`src/design/lmsa_pkg.sv`:
```
`timescale 1ns / 1ps
// ----------------------------------------------------------------------------
// lmsa_pkg
// shared types, constants and fixed-point helpers of the affine lms estimator
// ----------------------------------------------------------------------------
package lmsa_pkg;

    localparam int MODEL_SIZE_DEF = 4;
    localparam int QW             = 32;
    localparam int SQW            = 17;
    localparam int IDXW           = 5;
    localparam int CMDW           = 3;

    localparam logic [CMDW-1:0] CMD_STEP  = 3'd0;
    localparam logic [CMDW-1:0] CMD_GAIN  = 3'd1;
    localparam logic [CMDW-1:0] CMD_LOWER = 3'd2;
    localparam logic [CMDW-1:0] CMD_UPPER = 3'd3;
    localparam logic [CMDW-1:0] CMD_PARAM = 3'd4;

    localparam logic signed [QW-1:0] Q_MAX = 32'sh7fff_ffff;
    localparam logic signed [QW-1:0] Q_MIN = 32'sh8000_0000;

    // datapath operation codes
    localparam logic [2:0] OP_NONE  = 3'd0;
    localparam logic [2:0] OP_EINIT = 3'd1;
    localparam logic [2:0] OP_EACC  = 3'd2;
    localparam logic [2:0] OP_EFIN  = 3'd3;
    localparam logic [2:0] OP_MUL   = 3'd4;
    localparam logic [2:0] OP_FINAL = 3'd5;

    // multiplier operand selects
    localparam logic [2:0] SRC_GAIN   = 3'd0;
    localparam logic [2:0] SRC_MATRIX = 3'd1;
    localparam logic [2:0] SRC_TMP    = 3'd2;

    localparam logic [2:0] SRC_DRIVE  = 3'd0;
    localparam logic [2:0] SRC_SQRT   = 3'd1;
    localparam logic [2:0] SRC_ERR    = 3'd2;

    typedef struct packed {
        logic [2:0] op;
        logic [2:0] sel_a;
        logic [2:0] sel_b;
        logic [IDXW-1:0] entry;
        logic [3:0] row;
        logic [3:0] col;
        logic       load;
        logic       emit;
    } lmsa_cmd_t;

    typedef struct packed {
        logic prod_valid;
    } lmsa_stat_t;

    function automatic logic signed [QW-1:0] sat64(input logic signed [63:0] v);
        logic signed [QW-1:0] r;
        begin
            if (v > 64'sh0000_0000_7fff_ffff)
                r = Q_MAX;
            else if (v < -64'sh0000_0000_8000_0000)
                r = Q_MIN;
            else
                r = v[QW-1:0];
            return r;
        end
    endfunction

    function automatic logic signed [QW-1:0] qadd(input logic signed [QW-1:0] a,
                                                  input logic signed [QW-1:0] b);
        logic signed [QW:0] s;
        begin
            s = {a[QW-1], a} + {b[QW-1], b};
            if (s[QW] != s[QW-1])
                return s[QW] ? Q_MIN : Q_MAX;
            return s[QW-1:0];
        end
    endfunction

    function automatic logic signed [QW-1:0] qsub(input logic signed [QW-1:0] a,
                                                  input logic signed [QW-1:0] b);
        logic signed [QW:0] s;
        begin
            s = {a[QW-1], a} - {b[QW-1], b};
            if (s[QW] != s[QW-1])
                return s[QW] ? Q_MIN : Q_MAX;
            return s[QW-1:0];
        end
    endfunction

endpackage

```
`src/design/lmsa_control.sv`:
```
`timescale 1ns / 1ps
// ----------------------------------------------------------------------------
// lmsa_control
// step sequencer: error pass, then per-entry product chains and result words
// ----------------------------------------------------------------------------
module lmsa_control #(
    parameter int MODEL_SIZE = 4
) (
    input  logic                  clk,
    input  logic                  rst_n,
    input  logic                  start,
    input  lmsa_pkg::lmsa_stat_t   stat,
    output lmsa_pkg::lmsa_cmd_t    cmd,
    output logic                  busy,
    output logic                  res_valid,
    output logic                  res_last,
    input  logic                  res_stall
);
    import lmsa_pkg::*;

    localparam int NENT = MODEL_SIZE + MODEL_SIZE * MODEL_SIZE;

    localparam logic [3:0] S_IDLE  = 4'd0;
    localparam logic [3:0] S_EINIT = 4'd1;
    localparam logic [3:0] S_EMUL  = 4'd2;
    localparam logic [3:0] S_EACC  = 4'd3;
    localparam logic [3:0] S_EFIN  = 4'd4;
    localparam logic [3:0] S_M1    = 4'd5;
    localparam logic [3:0] S_M2    = 4'd6;
    localparam logic [3:0] S_M3    = 4'd7;
    localparam logic [3:0] S_M4    = 4'd8;
    localparam logic [3:0] S_UPD   = 4'd9;
    localparam logic [3:0] S_OUT   = 4'd10;
    localparam logic [3:0] S_FIN   = 4'd11;
    localparam logic [3:0] S_M2B   = 4'd12;

    logic [3:0] state_reg, state_next;
    logic [3:0] row_reg, row_next;
    logic [3:0] col_reg, col_next;
    logic [4:0] ent_reg, ent_next;
    logic       is_off;

    assign is_off = ent_reg < 5'(MODEL_SIZE);

    always_comb
    begin
        state_next = state_reg;
        row_next   = row_reg;
        col_next   = col_reg;
        ent_next   = ent_reg;
        cmd        = '0;
        cmd.row    = row_reg;
        cmd.col    = col_reg;
        cmd.entry  = ent_reg;
        unique case (state_reg)
            S_IDLE:
                if (start)
                begin
                    row_next   = '0;
                    col_next   = '0;
                    state_next = S_EINIT;
                end
            S_EINIT:
            begin
                cmd.op     = OP_EINIT;
                state_next = S_EMUL;
            end
            S_EMUL:
            begin
                cmd.op     = OP_MUL;
                cmd.sel_a  = SRC_MATRIX;
                cmd.sel_b  = SRC_DRIVE;
                state_next = S_EACC;
            end
            S_EACC:
            begin
                if (stat.prod_valid)
                begin
                    cmd.op = OP_EACC;
                    if (col_reg == 4'(MODEL_SIZE - 1))
                    begin
                        col_next   = '0;
                        state_next = S_EFIN;
                    end
                    else
                    begin
                        col_next   = col_reg + 4'd1;
                        state_next = S_EMUL;
                    end
                end
            end
            S_EFIN:
            begin
                cmd.op = OP_EFIN;
                if (row_reg == 4'(MODEL_SIZE - 1))
                begin
                    row_next   = '0;
                    col_next   = '0;
                    ent_next   = '0;
                    state_next = S_M1;
                end
                else
                begin
                    row_next   = row_reg + 4'd1;
                    state_next = S_EINIT;
                end
            end
            // offsets: g*s, *e ; matrix: g*u, *s, *e
            S_M1:
            begin
                cmd.op     = OP_MUL;
                cmd.sel_a  = SRC_GAIN;
                cmd.sel_b  = is_off ? SRC_SQRT : SRC_DRIVE;
                state_next = S_M2;
            end
            S_M2:
            begin
                cmd.load   = 1'b1;
                state_next = is_off ? S_M4 : S_M3;
            end
            S_M3:
            begin
                cmd.op     = OP_MUL;
                cmd.sel_a  = SRC_TMP;
                cmd.sel_b  = SRC_SQRT;
                state_next = S_M2B;
            end
            S_M4:
            begin
                cmd.op     = OP_MUL;
                cmd.sel_a  = SRC_TMP;
                cmd.sel_b  = SRC_ERR;
                state_next = S_UPD;
            end
            S_UPD:
            begin
                cmd.emit   = 1'b1;
                state_next = S_OUT;
            end
            S_OUT:
                if (!res_stall)
                begin
                    if (ent_reg == 5'(NENT - 1))
                        state_next = S_FIN;
                    else
                    begin
                        ent_next = ent_reg + 5'd1;
                        if (ent_reg >= 5'(MODEL_SIZE))
                        begin
                            if (col_reg == 4'(MODEL_SIZE - 1))
                            begin
                                col_next = '0;
                                row_next = row_reg + 4'd1;
                            end
                            else
                                col_next = col_reg + 4'd1;
                        end
                        else if (ent_reg == 5'(MODEL_SIZE - 1))
                        begin
                            row_next = '0;
                            col_next = '0;
                        end
                        else
                            row_next = row_reg + 4'd1;
                        state_next = S_M1;
                    end
                end
            S_M2B:
            begin
                cmd.load   = 1'b1;
                state_next = S_M4;
            end
            S_FIN:
            begin
                cmd.op     = OP_FINAL;
                state_next = S_IDLE;
            end
            default:
                state_next = S_IDLE;
        endcase
    end

    always_ff @(posedge clk or negedge rst_n)
    begin
        if (!rst_n)
        begin
            state_reg <= S_IDLE;
            row_reg   <= '0;
            col_reg   <= '0;
            ent_reg   <= '0;
        end
        else
        begin
            state_reg <= state_next;
            row_reg   <= row_next;
            col_reg   <= col_next;
            ent_reg   <= ent_next;
        end
    end

    assign busy      = state_reg != S_IDLE;
    assign res_valid = state_reg == S_OUT;
    assign res_last  = ent_reg == 5'(NENT - 1);

endmodule

```
`config.mk`:
```
export PLATFORM = sky130hd
export DESIGN_NAME = lmsa_control
export DESIGN_NICKNAME = d
export VERILOG_FILES = /design/src/design/lmsa_pkg.sv /design/src/design/lmsa_control.sv
export SDC_FILE = /design/constraint.sdc
export NUM_CORES = 1
export LEC_CHECK = 0
export BUFFER_PORTS_ARGS = -buffer_cell sky130_fd_sc_hd__buf_2
export CAP_MARGIN = 20
export CORE_MARGIN = 5
export CORE_UTILIZATION = 30
export CTS_BUF_LIST = sky130_fd_sc_hd__clkbuf_16
export DETAILED_ROUTE_END_ITERATION = 16
export MAX_ROUTING_LAYER = met4
export PLACE_DENSITY = 0.6
export REMOVE_ABC_BUFFERS = 1
export SLEW_MARGIN = 20
export SYNTH_ARGS = -nofsm -noshare
export SYNTH_HDL_FRONTEND = slang
export SYNTH_SLANG_ARGS = --single-unit
```
`constraint.sdc`:
```
create_clock -name clk -period 2.13 [get_ports clk]
set_input_delay 0.1065 -clock clk [delete_from_list [all_inputs] [get_ports clk]]
set_output_delay 0.1065 -clock clk [all_outputs]
set_load 0.02 [all_outputs]
```
==> results of run 1 <==
[layout by cell type (no fill, tap or decap), types with 2 or more instances in the layout]
cell type / count
a21oi_1: 9
a31o_2: 2
buf_2: 29
buf_4: 14
clkbuf_16: 3
conb_1: 2
dfrtp_1: 17
ha_1: 4
inv_1: 8
mux2i_1: 3
nand2_1: 21
nand2b_1: 6
nand3_1: 6
nand3b_1: 2
nand4_1: 3
nor2_1: 18
nor3_1: 6
nor3b_1: 2
o211ai_1: 2
o21a_1: 2
o21ai_0: 8
o21ai_1: 3
o32ai_1: 2
or2_1: 2
or3_1: 2
xnor2_1: 4
xor2_1: 2
[worst max-delay path: cells and delay by family (launching register included)]
family	cells	cell delay, ns
simple gates	1	0.48
compound gates	3	0.79
fa+ha+maj	1	0.22
flops	1	0.39
[kinds of logic (layout without fill, tap and decap cells)]
family | Yosys count | count (layout) | share of synthesized area, %
compound gates | 40 | 40 | 20.6
xor+xnor | 6 | 6 | 3.73
fa+ha+maj | 5 | 5 | 4.27
buf+inv | 20 | 55 | 7.11
flops | 17 | 17 | 30.2
mux | 3 | 3 | 2.13
other cells | 1 | 2 | 0.266
simple gates | 81 | 81 | 31.6
[metal layers]
| metal | routed length [um] | GRT usage (%) | vias up |
|---|---|---|---|
| met3 | 169 | 1.61 | 6 |
| met2 | 1570 | 18.3 | 33 |
| met4 | 78 | 6.12 | 0 |
| li1 | - | - | 690 |
| met1 | 1830 | 17.2 | 607 |
| met5 | 0 | - | - |
[stage by stage]
step	power (mW)	cell area [um2]	utilization (%)	setup WS (ns)	hold slack, ns
6_report	2.06	1740	37.7	0.138	0.137
3_5_place_dp	1.70	1660	35.8	0.128	0.0662
5_1_grt	2.23	1740	37.7	0.0148	0.192
2_1_floorplan	1.28	1340	-	0.152	-0.189
3_3_place_gp	1.70	1660	35.8	0.111	0.0575
4_1_cts	2.08	1740	37.7	0.117	0.132
[path summary, 6_finish.rpt]
check,start,endpoint,slack [ns],cells after the start
worst max-delay path,col_reg[1],row_reg[3],0.14,5
worst min-delay path,res_stall,state_reg[3],0.14,3
worst max register to register,col_reg[1],row_reg[3],0.14,5
worst min register to register,row_reg[0],row_reg[0],0.53,1
max in group asynchronous,rst_n,state_reg[3],1.51,2
min in group asynchronous,rst_n,row_reg[3],0.33,2
[layout make-up]
type	instances	area [um2]
Clock buffer	3	75.1
Tap cell	54	67.6
Timing Repair Buffer	44	260
Multi-Input combinational cell	137	886
Clock inverter	1	3.75
Fill cell	489	2890
Sequential cell	17	425
Inverter	7	26.3
[power breakdown]
part	internal, mW	switching, mW	total [mW]
combinational	0.489	0.647	1.14
clock	0.250	0.129	0.379
sequential	0.400	0.150	0.550
total	1.14	0.926	2.06
[synth_stat cells, types with 3 or more instances]
| cell | count | area [um2] |
|---|---|---|
| inv_1 | 7 | 26.3 |
| mux2i_1 | 3 | 30.0 |
| ha_1 | 4 | 50.1 |
| nor2_1 | 18 | 67.6 |
| buf_2 | 8 | 40.0 |
| o21ai_0 | 8 | 40.0 |
| nand3_1 | 6 | 30.0 |
| dfrtp_1 | 17 | 425 |
| a21oi_1 | 9 | 45.0 |
| nor3_1 | 6 | 30.0 |
| nand2b_1 | 6 | 37.5 |
| nand2_1 | 21 | 78.8 |
| xnor2_1 | 4 | 35.0 |
| o21ai_1 | 3 | 15.0 |
| nand4_1 | 3 | 18.8 |
==> impl_metrics.py, run 1 <==
metrics = {
    "clock_network": {
        "clk_pin_slew_ns": 0.06,
        "clock_latency_ns": 0.25,
        "clock-sinks": 17,
        "clk_path_buf_depth": 2,
        "cts_root_buf": "clkbuf_16",
        "cts_tree": "built",
        "cts_resized": 0,
        "cts_setup_buffers": 0,
        "htreeDepth": 1,
        "hold_buffers": 1,
        "cts-buffers-inserted": 3,
    },
    "yosys": {
        "syn_inst": 173,
        "ys_ff_latch": 17,
        "synth_warnings": 0,
        "synthFlopType": "dfrtp_1",
        "avgSynthCellArea_um2": 8.14,
        "synth-seq-area-share_pct": 30.2,
        "async_reset_ff_share_pct": 100,
        "yosysUniqueCellTypes": 55,
        "synth_edf_count": 0,
        "synth_area_um2": 1410,
    },
    "detailed_routing": {
        "viasPerCell": 5.08,
        "via_count": 1336,
        "drt-pass1-iter-count": 4,
        "routed_wl_mm": 3.65,
        "routedWlPerCell_um": 13.9,
        "drt-initial-drc-count": 59,
        "drt.antenna.violating_nets": 0,
        "drc_errors": 0,
    },
    "timing": {
        "slew_violations": 0,
        "min_period_ns": 1.99,
        "tns_ns": 0,
        "skew_ns": 0.00549,
        "clock.fmax_mhz": 502,
        "setup_viol": 0,
        "hold_viol": 0,
        "tightest_slew_ns": 0.485,
        "rsz0062_at_grt": "false",
        "timing.final.crit_share_pct": 93.5,
        "slew_headroom_pct": 67.2,
    },
    "power": {
        "power_density_nw_per_um2": 1180,
        "vdd_drop_max_v": 0.000603,
        "p_leak_nw": 0.830,
    },
    "placement": {
        "dp_cells": 258,
        "globalplace.congestion": 0.806,
        "hpwl_mm": 2.81,
        "io_buffers": 29,
    },
    "cells_and_area": {
        "largest_reg_flops": 5,
        "stdcell_count": 263,
        "n_antenna_cell": 0,
        "synthToLayoutAreaGrowth_pct": 23.9,
        "nNetsFinal": 219,
        "drive_above_1_share_pct": 27.3,
    },
    "die": {
        "die_x_um": 78.5,
        "start_util_pct": 30.4,
        "rows": 25,
        "die_y_um": 78.5,
        "io_pins": 32,
        "die_area_um2": 6160,
        "core-area_um2": 4630,
    },
    "grt": {
        "overflow": 0,
        "grt_usage_pct": 12.6,
        "first_global_vias": 1291,
        "grt_pass1_wl_mm": 6.15,
        "grt_max_degree": 18,
        "grt_antenna_before_repair": 0,
    },
    "setup_path": {
        "arrival_ns": 2.13,
        "cp-end-kind": "flop",
        "worstSetupPathType": "flop to flop",
        "cp-start-kind": "flop",
        "crit_slowest_cell": "or3b_2",
        "max_stage_delay_ns": 0.48,
        "crit_required_ns": 2.27,
        "path_max_fanout": 5,
        "path_cells": "ha_1 -> or3b_2 -> a21oi_1 -> o2111ai_1 -> a211o_1",
    },
    "run_status": {
        "status": "finished clean",
    },
    "job": {
        "maxCapViolCount": 0,
    },
    "worst_hold_path": {
        "hold_class": "input pin to flop",
    },
}
Power figures use the tool's default switching activity.
==> run 2: changes to the inputs <==
- clock period: 2.13 -> 2.1 ns (I/O delays scaled with it)
==> impl_metrics.py, run 2 (synthesis gave the netlist of run 1 again) <==
metrics = {
    "worst_hold_path": {
        "hold_class": "input pin to flop",
    },
    "setup_path": {
        "crit_family": "compound AO/OA/AOI/OAI gates",
        "arrival_ns": 2.12,
        "cp-end-kind": "flop",
        "worstSetupPathType": "flop to flop",
        "path_max_fanout": 11,
        "max_stage_delay_ns": 0.60,
        "r2r_slack_ns": 0.11,
        "crit_buf_inv": 1,
        "path_cells": "buf_4 -> nand2_1 -> o311ai_1 -> nor2_1 -> a32o_1",
        "crit_slowest_cell": "o311ai_1",
        "crit_required_ns": 2.23,
        "cp-start-kind": "flop",
    },
    "grt": {
        "grt_antenna_before_repair": 0,
        "grt_usage_pct": 13.0,
        "overflow": 0,
        "grt_max_degree": 18,
        "first_global_vias": 1338,
        "grt_pass1_wl_mm": 6.42,
    },
    "placement": {
        "globalplace.congestion": 0.806,
        "hpwl_mm": 2.86,
        "io_buffers": 29,
        "dpl_cell_area_um2": 1650,
    },
    "power": {
        "power_density_nw_per_um2": 1210,
        "finalPower_mw": 2.10,
        "p_leak_nw": 0.826,
        "vdd_drop_max_v": 0.000608,
    },
    "clock_network": {
        "cts_setup_buffers": 0,
        "clk_pin_slew_ns": 0.05,
        "htreeDepth": 1,
        "clock_latency_ns": 0.25,
        "clk_path_buf_depth": 2,
        "cts_tree": "built",
        "clock-sinks": 17,
        "cts-buffers-inserted": 3,
        "cts_root_buf": "clkbuf_16",
    },
    "detailed_routing": {
        "drt-initial-drc-count": 43,
        "highest_layer": "met4",
        "drc_errors": 0,
        "drt-pass1-iter-count": 4,
        "wl_met2_mm": 1.64,
        "viasPerCell": 5.24,
        "drt.antenna.violating_nets": 0,
        "routed_wl_mm": 3.67,
        "via_count": 1374,
        "routedWlPerCell_um": 14.0,
        "wl_met1_mm": 1.82,
        "wl_met3_um": 148,
    },
    "cells_and_area": {
        "largest_reg_flops": 5,
        "regArea_um2": 425,
        "final_common_cell": "buf_2",
        "n_antenna_cell": 0,
        "synthToLayoutAreaGrowth_pct": 24.1,
        "drive_above_1_share_pct": 27.9,
        "layout_common_cells": "buf_2, nand2_1, nor2_1",
        "multi_input_area_um2": 896,
        "nNetsFinal": 218,
        "nFillCells": 501,
        "stdcell_area_um2": 1750,
    },
    "timing": {
        "tns_ns": 0,
        "slew_violations": 0,
        "min_period_ns": 1.99,
        "hold_ws_ns": 0.152,
        "setup_viol": 0,
        "skew_ns": 0.00439,
        "rsz0062_at_grt": "false",
        "timing.final.crit_share_pct": 94.6,
        "slew_headroom_pct": 51.7,
        "clock.fmax_mhz": 504,
        "hold_viol": 0,
        "tightest_slew_ns": 0.713,
    },
    "die": {
        "start_util_pct": 30.4,
        "core-area_um2": 4630,
        "rows": 25,
        "die_area_um2": 6160,
        "die_y_um": 78.5,
        "die_x_um": 78.5,
        "io_pins": 32,
    },
    "run_status": {
        "status": "finished clean",
    },
    "job": {
        "maxCapViolCount": 0,
    },
}
## run 2: routing by layer
layer,global-route usage (%),vias to the layer above
met1,18.2,646
met2,19.6,38
li1,-,685
met5,-,-
met4,4.37,0
met3,1.38,5
## run 2: path summary, 6_finish.rpt
path / depth (start not counted) / to / from
min: 3 / state_reg[3] / res_stall
max: 5 / state_reg[1] / state_reg[0]
max reg2reg: 5 / state_reg[1] / state_reg[0]
max in group asynchronous: 2 / ent_reg[2] / rst_n
min reg2reg: 1 / row_reg[0] / row_reg[0]
min in group asynchronous: 2 / row_reg[3] / rst_n
## run 2: tightest hold or removal path: cells and delay by family
| kind | cells | cell delay, ns |
|---|---|---|
| compound gates | 1 | 0.07 |
| simple gates | 1 | 0.05 |
| buf+inv | 1 | 0.13 |
## run 2: stage by stage
step,std cells,setup slack (ns),util [%]
2_1_floorplan,161,0.122,-
3_3_place_gp,257,0.109,35.6
3_5_place_dp,257,0.0379,35.6
4_1_cts,262,0.0231,37.5
5_1_grt,262,0.0149,37.7
6_report,262,0.114,37.7
## run 2: cell type report
cell class / instances / area share, %
multi-input combinational: 137 / 51.3
clock buffer: 3 / 4.30
tap: 54 / 3.87
clock inverter: 1 / 0.215
timing repair buffer: 43 / 14.5
sequential: 17 / 24.4
inverter: 7 / 1.50
## run 2: where the power goes
part,total [mW],leakage (nW),switching (mW),internal [mW]
Clock,0.381,0.0423,0.128,0.253
Combinational,1.18,0.561,0.683,0.496
Sequential,0.545,0.223,0.139,0.406
Total,2.10,0.826,0.950,1.15
## run 2: timing repair
action | in CTS | in global routing
gates resized for setup | 0 | 2
hold buffers | 1 | 0
endpoints found under the hold margin | 17 | 0
setup endpoints to repair | 0 | 3
==> run 3: changes to the inputs <==
- ABC_AREA: not set -> 1
==> impl_metrics.py, run 3 <==
metrics = {
    "die": {
        "rows": 24,
        "core-area_um2": 4440,
        "die_y_um": 78.4,
        "io_pins": 32,
        "die_area_um2": 6150,
        "die_x_um": 78.4,
        "start_util_pct": 31.6,
    },
    "yosys": {
        "ys_ff_latch": 17,
        "synth_area_um2": 1410,
        "yosys-top-cells-area": "dfrtp_1, nand2_1, nand3_1",
        "async_reset_ff_share_pct": 100,
        "synth_top_area_share_pct": 30.3,
        "avgSynthCellArea_um2": 6.57,
        "yosysUniqueCellTypes": 24,
        "synth_top_cells_by_count": "nand2_1, nand3_1, inv_1, nor2_1, dfrtp_1",
        "syn_inst": 214,
        "synth_warnings": 0,
        "synth_edf_count": 0,
        "yosysMostFrequentCell": "nand2_1",
        "synthFlopType": "dfrtp_1",
        "synth_area_leader_cell": "dfrtp_1",
        "synth-seq-area-share_pct": 30.3,
    },
    "timing": {
        "hold_ws_ns": 0.196,
        "slew_violations": 0,
        "skew_ns": 0.00359,
        "tns_ns": 0,
        "hold_viol": 0,
        "rsz0062_at_grt": "false",
        "clock.fmax_mhz": 597,
        "setup_viol": 0,
        "min_period_ns": 1.67,
        "timing.final.crit_share_pct": 79.7,
    },
    "detailed_routing": {
        "drt-initial-drc-count": 71,
        "via_count": 1392,
        "drt-pass1-iter-count": 4,
        "drc_errors": 0,
        "drt.antenna.violating_nets": 0,
        "routedWlPerCell_um": 11.6,
        "viasPerCell": 4.67,
        "routed_wl_mm": 3.47,
    },
    "setup_path": {
        "r2r_start": "state_reg[2]",
        "cp-start-kind": "flop",
        "worstSetupPathType": "flop to output port",
        "timing.rr.end": "ent_reg[0]",
        "cp-end-kind": "output port",
        "arrival_ns": 1.57,
        "reg2regPathDepth": 8,
        "path_max_fanout": 8,
        "crit_required_ns": 2.00,
        "r2r_slack_ns": 0.49,
    },
    "placement": {
        "hpwl_mm": 2.83,
        "io_buffers": 29,
        "globalplace.congestion": 0.932,
    },
    "clock_network": {
        "cts_tree": "built",
        "clk_path_buf_depth": 2,
        "cts_setup_buffers": 0,
        "clock_latency_ns": 0.25,
        "htreeDepth": 1,
        "cts-buffers-inserted": 3,
        "clock-sinks": 17,
        "cts_root_buf": "clkbuf_16",
        "clk_pin_slew_ns": 0.05,
    },
    "grt": {
        "grt_usage_pct": 12.3,
        "grt_antenna_before_repair": 0,
        "overflow": 0,
        "first_global_vias": 1349,
        "grt_max_degree": 18,
        "grt_pass1_wl_mm": 6.15,
    },
    "cells_and_area": {
        "drive_above_1_share_pct": 20.7,
        "n_antenna_cell": 0,
        "nNetsFinal": 256,
        "regArea_um2": 425,
        "synthToLayoutAreaGrowth_pct": 19.5,
        "layout_common_cells": "nand2_1, nand3_1, buf_2",
        "largest_reg_flops": 5,
        "nFillCells": 513,
        "multi_input_area_um2": 863,
        "final_common_cell": "nand2_1",
    },
    "power": {
        "vdd_drop_max_v": 0.000790,
        "p_leak_nw": 0.901,
        "power_density_nw_per_um2": 1050,
    },
    "worst_hold_path": {
        "hold_class": "input pin to flop",
        "whs_path_depth": 4,
        "whs_endpoint": "state_reg[0]",
        "min_from": "stat",
    },
    "job": {
        "maxCapViolCount": 0,
    },
    "run_status": {
        "status": "finished clean",
    },
}
==> run 3: cell count changes after synthesis, moves of 4 or more <==
cell,delta
nand2_1,+48
inv_1,+15
xnor2_1,-4
nand2_2,+4
nor2_2,+4
nand2b_1,-6
nor2_1,+4
buf_2,-8
a21oi_1,-5
o21ai_0,+4
nor3_1,-6
nand3_1,+23
==> run 3: cells by family after synthesis <==
kind of cell / count (synthesis) / share of synthesized area, %
simple gates: 143 / 48.4
buf+inv: 27 / 8.55
compound gates: 19 / 7.12
flops: 17 / 30.3
fa+ha+maj: 4 / 3.56
xor+xnor: 3 / 1.87
other cells: 1 / 0.267
==> run 3: power breakdown <==
part           total (mW)  internal (mW)  leakage, nW  switching, mW
Combinational       0.932          0.284        0.635          0.648
Clock               0.382          0.255       0.0409          0.127
Sequential          0.451          0.381        0.226         0.0699
Total                1.76          0.920        0.901          0.845
==> run 3: worst max path at each step <==
| stage | slack [ns] | to | cells after the start | from |
|---|---|---|---|---|
| 2_1_floorplan | 0.39 | col_reg[1] | 8 | ent_reg[0] |
| 3_3_place_gp | 0.48 | ent_reg[0] | 8 | state_reg[2] |
| 3_5_place_dp | 0.50 | ent_reg[0] | 8 | state_reg[2] |
| 4_1_cts | 0.41 | cmd[15] | 4 | ent_reg[2] |
| 5_1_grt | 0.27 | cmd[15] | 4 | ent_reg[2] |
| 6_report | 0.43 | cmd[15] | 4 | ent_reg[2] |
==> run 3: metrics by stage <==
step	utilization (%)	setup slack, ns	area, um2	std cells	power, mW
4_1_cts	37.8	0.409	1680	298	1.79
3_5_place_dp	35.8	0.498	1590	293	1.39
5_1_grt	37.8	0.268	1680	298	1.92
6_report	37.8	0.426	1680	298	1.76
3_3_place_gp	35.8	0.476	1590	293	1.39
2_1_floorplan	-	0.391	1380	212	1.16
==> run 3: cell type report <==
| cell class | count | area share [%] |
|---|---|---|
| well taps | 52 | 3.87 |
| flip-flops and latches | 17 | 25.3 |
| clock inverters | 1 | 0.298 |
| repair buffers | 30 | 9.24 |
| inverters | 24 | 5.37 |
| multi-input cells | 171 | 51.4 |
| clock buffers | 3 | 4.47 |
==> run 3: worst max-delay path, cell delays in order (launching register included) <==
cell and delay [ns]:
dfrtp_1 0.45, nor2_1 0.22, nand2_1 0.25, o21ai_0 0.22, buf_2 0.19
==> run 3: layer usage <==
layer / vias up / GRT usage, % / wire length [um]
met4: 0 / 1.05 / 12
met2: 29 / 20.3 / 1580
met3: 2 / 2.86 / 164
met1: 615 / 16.2 / 1710
met5: - / - / 0
li1: 746 / - / -
==> run 3: repair_timing <==
item | 4_1_cts | 5_1_grt
hold buffers | 1 | 0
setup endpoints to repair | 0 | 0
resized for setup | 0 | 0
endpoints found under the hold margin | 17 | 0
